## config.mk

```make
export PLATFORM = sky130hd
export DESIGN_NAME = oaht_home
export DESIGN_NICKNAME = d
export VERILOG_FILES = /design/src/rtl/oaht_pkg.sv /design/src/rtl/oaht_home.sv
export SDC_FILE = /design/constraint.sdc
export NUM_CORES = 1
export LEC_CHECK = 0
export ABC_AREA = 0
export BUFFER_PORTS_ARGS = -buffer_cell sky130_fd_sc_hd__buf_2
export CORE_MARGIN = 3
export CORE_UTILIZATION = 65
export DETAILED_ROUTE_END_ITERATION = 10
export GPL_ROUTABILITY_DRIVEN = 0
export GPL_TIMING_DRIVEN = 0
export PLACE_DENSITY = 0.94
export SLEW_MARGIN = 20
export SYNTH_ARGS = -nofsm -noshare
export SYNTH_HDL_FRONTEND = slang
export SYNTH_SLANG_ARGS = --single-unit
export TNS_END_PERCENT = 20
```

## constraint.sdc

```tcl
create_clock -name i_clk -period 18.3 [get_ports i_clk]
set_input_delay 3.66 -clock i_clk [delete_from_list [all_inputs] [get_ports i_clk]]
set_output_delay 3.66 -clock i_clk [all_outputs]
set_load 0.01 [all_outputs]
```

## src/rtl/oaht_pkg.sv

```systemverilog
// Package for the open-addressed hash table.
// Holds operation, status and slot mark codes and the FNV-1a constants.
// No dependencies.
package oaht_pkg;

    localparam logic [1:0] OP_GET   = 2'd0;
    localparam logic [1:0] OP_SET   = 2'd1;
    localparam logic [1:0] OP_DEL   = 2'd2;
    localparam logic [1:0] OP_CLEAR = 2'd3;

    localparam logic [2:0] ST_INSERTED = 3'd0;
    localparam logic [2:0] ST_UPDATED  = 3'd1;
    localparam logic [2:0] ST_NOROOM   = 3'd2;
    localparam logic [2:0] ST_DELETED  = 3'd3;
    localparam logic [2:0] ST_NOTFOUND = 3'd4;
    localparam logic [2:0] ST_FOUND    = 3'd5;
    localparam logic [2:0] ST_CLEARED  = 3'd6;

    localparam logic [1:0] MARK_EMPTY = 2'd0;
    localparam logic [1:0] MARK_USED  = 2'd1;
    localparam logic [1:0] MARK_TOMB  = 2'd2;

    localparam logic [31:0] FNV_BASIS = 32'd2166136261;
    localparam logic [31:0] FNV_PRIME = 32'd16777619;

    typedef logic [1:0] t_op;
    typedef logic [2:0] t_status;

endpackage

```

## src/rtl/oaht_home.sv

```systemverilog
// Home slot unit: FNV-1a hash over the key bytes, one byte a cycle, then the
// remainder modulo TABLE_SLOTS, eight hash bits a cycle. Depends on oaht_pkg.
module oaht_home #(
    parameter int TABLE_SLOTS = 256,
    parameter int KEY_BYTES   = 8
) (
    input  logic                             i_clk,
    input  logic                             i_rst_n,
    input  logic                             i_start,
    input  logic [8*KEY_BYTES-1:0]           i_key,
    output logic                             o_done,
    output logic [$clog2(TABLE_SLOTS)-1:0]   o_home
);
    import oaht_pkg::*;

    localparam int AW = $clog2(TABLE_SLOTS);
    localparam int KW = 8 * KEY_BYTES;

    localparam logic [1:0] PH_IDLE = 2'd0;
    localparam logic [1:0] PH_HASH = 2'd1;
    localparam logic [1:0] PH_MOD  = 2'd2;

    logic [1:0]    r_phase;
    logic [3:0]    r_cnt;
    logic [KW-1:0] r_key;
    logic [31:0]   r_h;
    logic [AW-1:0] r_rem;
    logic          r_done;
    logic [AW-1:0] r_home;

    logic [7:0]    w_b;
    logic [31:0]   w_prod;
    logic [AW-1:0] w_rem_next;

    assign w_b    = r_key[7:0];
    assign w_prod = 32'((r_h ^ {24'b0, w_b}) * FNV_PRIME);

    // Restoring remainder: shift in one hash bit, subtract the table size once.
    always_comb begin
        logic [AW:0]   t;
        logic [AW-1:0] t_rem;
        t_rem = r_rem;
        for (int i = 7; i >= 0; i--) begin
            t = {t_rem, r_h[24+i]};
            if (t >= (AW+1)'(TABLE_SLOTS)) begin
                t = t - (AW+1)'(TABLE_SLOTS);
            end
            t_rem = t[AW-1:0];
        end
        w_rem_next = t_rem;
    end

    always_ff @(posedge i_clk) begin
        if (!i_rst_n) begin
            r_phase <= PH_IDLE;
            r_done  <= 1'b0;
        end else begin
            r_done <= 1'b0;
            unique case (r_phase)
                PH_IDLE: begin
                    if (i_start) begin
                        r_phase <= PH_HASH;
                        r_key   <= i_key;
                        r_cnt   <= '0;
                        r_h     <= FNV_BASIS;
                    end
                end
                PH_HASH: begin
                    if (w_b == 8'd0 || r_cnt == 4'(KEY_BYTES)) begin
                        r_phase <= PH_MOD;
                        r_cnt   <= '0;
                        r_rem   <= '0;
                    end else begin
                        r_h   <= w_prod;
                        r_key <= r_key >> 8;
                        r_cnt <= r_cnt + 4'd1;
                    end
                end
                PH_MOD: begin
                    r_rem <= w_rem_next;
                    r_h   <= r_h << 8;
                    r_cnt <= r_cnt + 4'd1;
                    if (r_cnt == 4'd3) begin
                        r_phase <= PH_IDLE;
                        r_home  <= w_rem_next;
                        r_done  <= 1'b1;
                    end
                end
                default: r_phase <= PH_IDLE;
            endcase
        end
    end

    assign o_done = r_done;
    assign o_home = r_home;

endmodule

```

== Yosys cells after proc, flatten, opt, wreduce, memory -nomap -nowiden ==
Index checks and enable logic that the tools add are counted.

* $add $sub $neg: 9
* $mul: 1
* $lt $le $gt $ge: 8
* Equality and inequality tests: 8
* Mux-type cells: 24
* Bitwise logic cells: 1
* Reduce and logical (&&, ||, !) cells: 13

{| class="wikitable"
|+ Operators by type and width
! kind !! count
|-
| $mux 64 || 2
|-
| $pmux 64 s2 || 1
|-
| $pmux 32 s3 || 1
|-
| $ge 9x9->1 const B || 8
|-
| $mux 8 || 9
|-
| $mux 32 || 2
|-
| $sub 8x1->8 const B || 8
|-
| $mul 32x25->32 const B || 1
|-
| $xor 32x8->32 || 1
|-
| $pmux 8 s2 || 1
|-
| $pmux 4 s3 || 1
|-
| $reduce_and 3->1 || 4
|-
| $logic_not 8->1 || 1
|-
| $mux 4 || 2
|-
| $ne 2x2->1 const B || 4
|-
| $reduce_and 4->1 || 2
|-
| $mux 2 || 3
|-
| $pmux 2 s3 || 1
|-
| $add 4x1->4 const B || 1
|-
| $eq 4x2->1 const B || 1
|-
| $eq 4x4->1 const B || 1
|-
| $reduce_bool 2->1 || 2
|-
| $reduce_bool 3->1 || 1
|-
| $eq 2x1->1 const B || 1
|-
| other kinds (5) || 5
|}

* Register bits: 119
* Input port bits: 67
* Output and inout port bits: 9

== Logic depth before layout (Yosys ltp) ==
* Word-level depth: 17
* Depth in mapped cells: 22
* Depth with buffers taken out: 22

== Least setup slack after synthesis ==
No wires, ideal clock.

* Kind: in2reg
* Start: input port i_start
* End: register r_key[0], enable pin
* Setup time: 565 ps
* Arrival: 8228 ps
* Data required time: 17735 ps
* Path slack: 9507 ps
* Cell stages on the path: 3
* Buffers on the path: 0
* Cell sequence: nand2b_1 nand2_1 nor3_1

* Cells in the longest elaborated chain, start to end: 2

{| class="wikitable"
|+ RTL lines
! what !! RTL line !! source
|-
| start, declared || oaht_home.sv:9 || <nowiki>input logic i_start,</nowiki>
|-
| $ne 2x2->1 (no source line) || - ||
|-
| $reduce_and 4->1 (no source line) || - ||
|-
| end signal, assigned || oaht_home.sv:63 || <nowiki>r_key <= i_key;</nowiki>
|-
| end signal, assigned || oaht_home.sv:75 || <nowiki>r_key <= r_key >> 8;</nowiki>
|-
| end, declared || oaht_home.sv:25 || <nowiki>logic [KW-1:0] r_key;</nowiki>
|}

No other way between the ends.
A chain may end at the register's enable or synchronous reset.

== Worst setup path after layout ==
* Start: register r_key[6]
* End: register r_h[27] (data pin)

* Cells in the longest elaborated chain, start to end: 4

{| class="wikitable"
|+ RTL lines
! what !! RTL line !! source
|-
| $xor 32x8->32 || oaht_home.sv:36 || <nowiki>assign w_prod = 32'((r_h ^ {24'b0, w_b}) * FNV_PRIME);</nowiki>
|-
| $mul 32x25->32 || oaht_home.sv:36 ||
|-
| $mux 32 || oaht_home.sv:69 || <nowiki>if (w_b == 8'd0 || r_cnt == 4'(KEY_BYTES)) begin</nowiki>
|-
| $pmux 32 s3 || oaht_home.sv:59 || <nowiki>unique case (r_phase)</nowiki>
|-
| end signal, assigned || oaht_home.sv:74 || <nowiki>r_h <= w_prod;</nowiki>
|-
| end signal, assigned || oaht_home.sv:81 || <nowiki>r_h <= r_h << 8;</nowiki>
|-
| end, declared || oaht_home.sv:26 || <nowiki>logic [31:0] r_h;</nowiki>
|}

No other way between the ends. The select of a mux whose other input is x is not followed.

==> results.py <==
metrics = {
    "clocking": {
        "cts_buffers": 9,
        "cts-root-buf": "clkbuf_16",
        "clk_pin_slew_worst_paths_ps": 80,
        "hold_buffers": 0,
        "cts_resized": 0,
        "cts_sinks": 111,
        "clockBufferDepth": 2,
        "cts_tree": "yes",
        "cts_setup_buffers": 0,
        "ctsHtreeMaxLevel": 3,
        "clk_latency_ps": 370,
    },
    "synth": {
        "async_flop_share_pct": 0,
        "synth_xor_area_share_pct": 4.34,
        "ys_seq_elements": 111,
        "synth.distinct_cells": 48,
        "synth-compound-area-share_pct": 7.21,
        "synth_fp_nets": 1237,
        "netlist_area_um2": 10300,
        "yosys-top-cells-count": "ha_1 (191), inv_1 (172), edfxtp_1 (108), fa_1 (74), mux2_2 (56)",
        "ys_seq_area_share_pct": 32.1,
        "synthMuxAreaShare_pct": 6.42,
        "synth_edf_count": 108,
        "yosysWarnings": 0,
        "synth_top_area_share_pct": 31.5,
        "netlist_instances": 905,
        "synthAdderAreaFrac_pct": 37.6,
        "synth_top_family_by_area": "adder cells",
        "synth_top_area_cell": "edfxtp_1",
        "synthFlopType": "edfxtp_1",
        "yosysMostFrequentCell": "ha_1",
        "synth_area_leaders": "edfxtp_1 (32%), ha_1 (23%), fa_1 (14%)",
        "avgSynthCellArea_um2": 11.4,
        "yosys.area_share.simple_pct": 5.43,
    },
    "global_routing": {
        "grt_pass1_vias": 8192,
        "grt_max_degree": 22,
        "grt_pass1_wl_um": 40900,
        "grt_use_total_pct": 29.8,
        "overflow": 0,
        "antenna_found_initial": 1,
    },
    "route": {
        "initialDrtViolationCount": 691,
        "via_per_inst": 6.17,
        "drt-wirelength-per-cell_um": 20.9,
        "vias": 7512,
        "totalWireLength_um": 25400,
        "final_antenna_net_count": 0,
        "firstDrtPassIters": 6,
        "drc": 0,
    },
    "sta": {
        "worst_pin_slew_ps": 1080,
        "fmax_mhz": 147,
        "finalCritPeriodShare_pct": 37.1,
        "rsz0062_at_grt": "false",
        "max_slew_margin_pct": 27.7,
        "slew_viol_final": 0,
        "holdWs_ps": 505,
        "fin_worst_skew_ps": 13.8,
        "period_minus_slack_ps": 6780,
        "setup_violations": 0,
        "setup_tns_ps": 0,
        "finalHoldViolations": 0,
    },
    "die": {
        "io_pins": 76,
        "core_area_um2": 15400,
        "fp-row-count": 45,
        "initial_core_util_pct": 67.0,
        "die_h_um": 132,
        "die_x_um": 132,
        "die-area_um2": 17400,
    },
    "outcome": {
        "outcome": "finished clean",
    },
    "finish": {
        "fin_nets": 1333,
        "drive_gt1_share_pct": 16.6,
        "area_growth_pct": 10.3,
    },
    "place": {
        "dp_hpwl_um": 19200,
        "io_buffers": 75,
    },
    "setup_path": {
        "setup.worst_path.end_class": "flop",
        "r2r-start": "r_key[6]",
        "cp.arrival_ps": 6900,
        "startpoint_type": "flop",
        "worstRegToRegCells": 20,
        "path_max_fanout": 7,
        "timing.rr.end": "r_h[27]",
        "crit_type": "flop to flop",
        "ff2ff_setup_slack_ps": 11520,
        "crit_required_ps": 18420,
    },
    "worst_hold_path": {
        "holdPathStages": 0,
        "hp-class": "flop to flop",
        "hold_start": "r_h[31]",
        "hold_path_end": "o_home[7]",
    },
    "run": {
        "max_cap_viol_count": 0,
    },
}
[sequential cells by signal, summed over array words and instances, names as in the netlist]
| name | count |
|---|---|
| o_home | 8 |
| r_key | 64 |
| r_cnt | 4 |
| o_done | 1 |
| r_h | 32 |
| r_phase | 2 |
[how the worst max path moves through the flow]
| stage | startpoint | to | slack (ps) |
|---|---|---|---|
| after global placement | i_start | r_key[62] | 7750 |
| after CTS | r_key[6] | r_h[27] | 11830 |
| final | r_key[6] | r_h[27] | 11520 |
| after floorplan | i_start | r_key[0] | 9510 |
| after global routing | r_key[6] | r_h[27] | 11320 |
| after detailed placement | r_key[6] | r_h[27] | 11970 |
[final cells by class]
type                    count  area (um2)
well taps                 211         264
plain buffers              16        60.1
multi-input cells         605        6290
inverters                 173         649
repair buffers             85         454
flip-flops and latches    111        3300
clock buffers               9         225
diodes                      1        2.50
clock inverters             7         100
fillers                   900        4020
[worst max-delay path, cell delays in order (launching register included)]
cell and delay, ps:
edfxtp_1 470, xor2_1 890, ha_1 400, ha_1 300, fa_1 440, ha_1 230, fa_1 480, ha_1 300
inv_1 50, fa_1 530, inv_1 40, ha_1 260, clkbuf_1 270, nand3_1 190, a211oi_1 400, inv_1 140
a31o_1 270, a211o_1 310, a21boi_1 190, mux2i_1 270, nand2_1 80
[metrics by stage]
stage | setup slack [ps] | area (um2) | std cells | util [%]
after global placement | 7750 | 10900 | 1191 | 71.1
after global routing | 11320 | 11300 | 1218 | 73.8
after detailed placement | 11970 | 11000 | 1201 | 71.7
after floorplan | 9510 | 10300 | 905 | -
after CTS | 11830 | 11300 | 1217 | 73.8
final | 11520 | 11300 | 1218 | 73.8
[layer usage]
metal	up-vias	track usage, %	share of wire (%)
met3	184	8.17	9.4
met2	495	51.8	49
met5	-	0	0
met4	0	16.8	6.9
met1	3538	33.2	34
li1	3295	-	-
[cells by family (layout without fill, tap and decap cells)]
logic type | Yosys count | count (layout)
fa+ha+maj | 265 | 265
buf+inv | 189 | 290
simple gates | 118 | 118
compound gates | 112 | 112
flops | 111 | 111
mux | 59 | 59
xor+xnor | 51 | 51
other cells | 0 | 1
[layout by cell type (no fill, tap or decap), types with 5 or more instances in the layout]
| cell | instances |
|---|---|
| inv_1 | 172 |
| nand2b_1 | 5 |
| fa_1 | 74 |
| o21ai_0 | 17 |
| a21o_1 | 9 |
| nor3_1 | 5 |
| o21a_1 | 6 |
| buf_4 | 9 |
| clkbuf_1 | 15 |
| mux2_2 | 56 |
| xor2_1 | 20 |
| a21oi_1 | 33 |
| buf_2 | 75 |
| nand3_1 | 8 |
| xnor2_1 | 31 |
| nor2b_1 | 10 |
| nand2_1 | 32 |
| a221o_1 | 8 |
| edfxtp_1 | 108 |
| ha_1 | 191 |
| o21ai_1 | 10 |
| clkbuf_16 | 9 |
| nor2_1 | 35 |
Power is not shown: default switching activity piles up to over one toggle a cycle in this logic, so the estimate is an artifact.
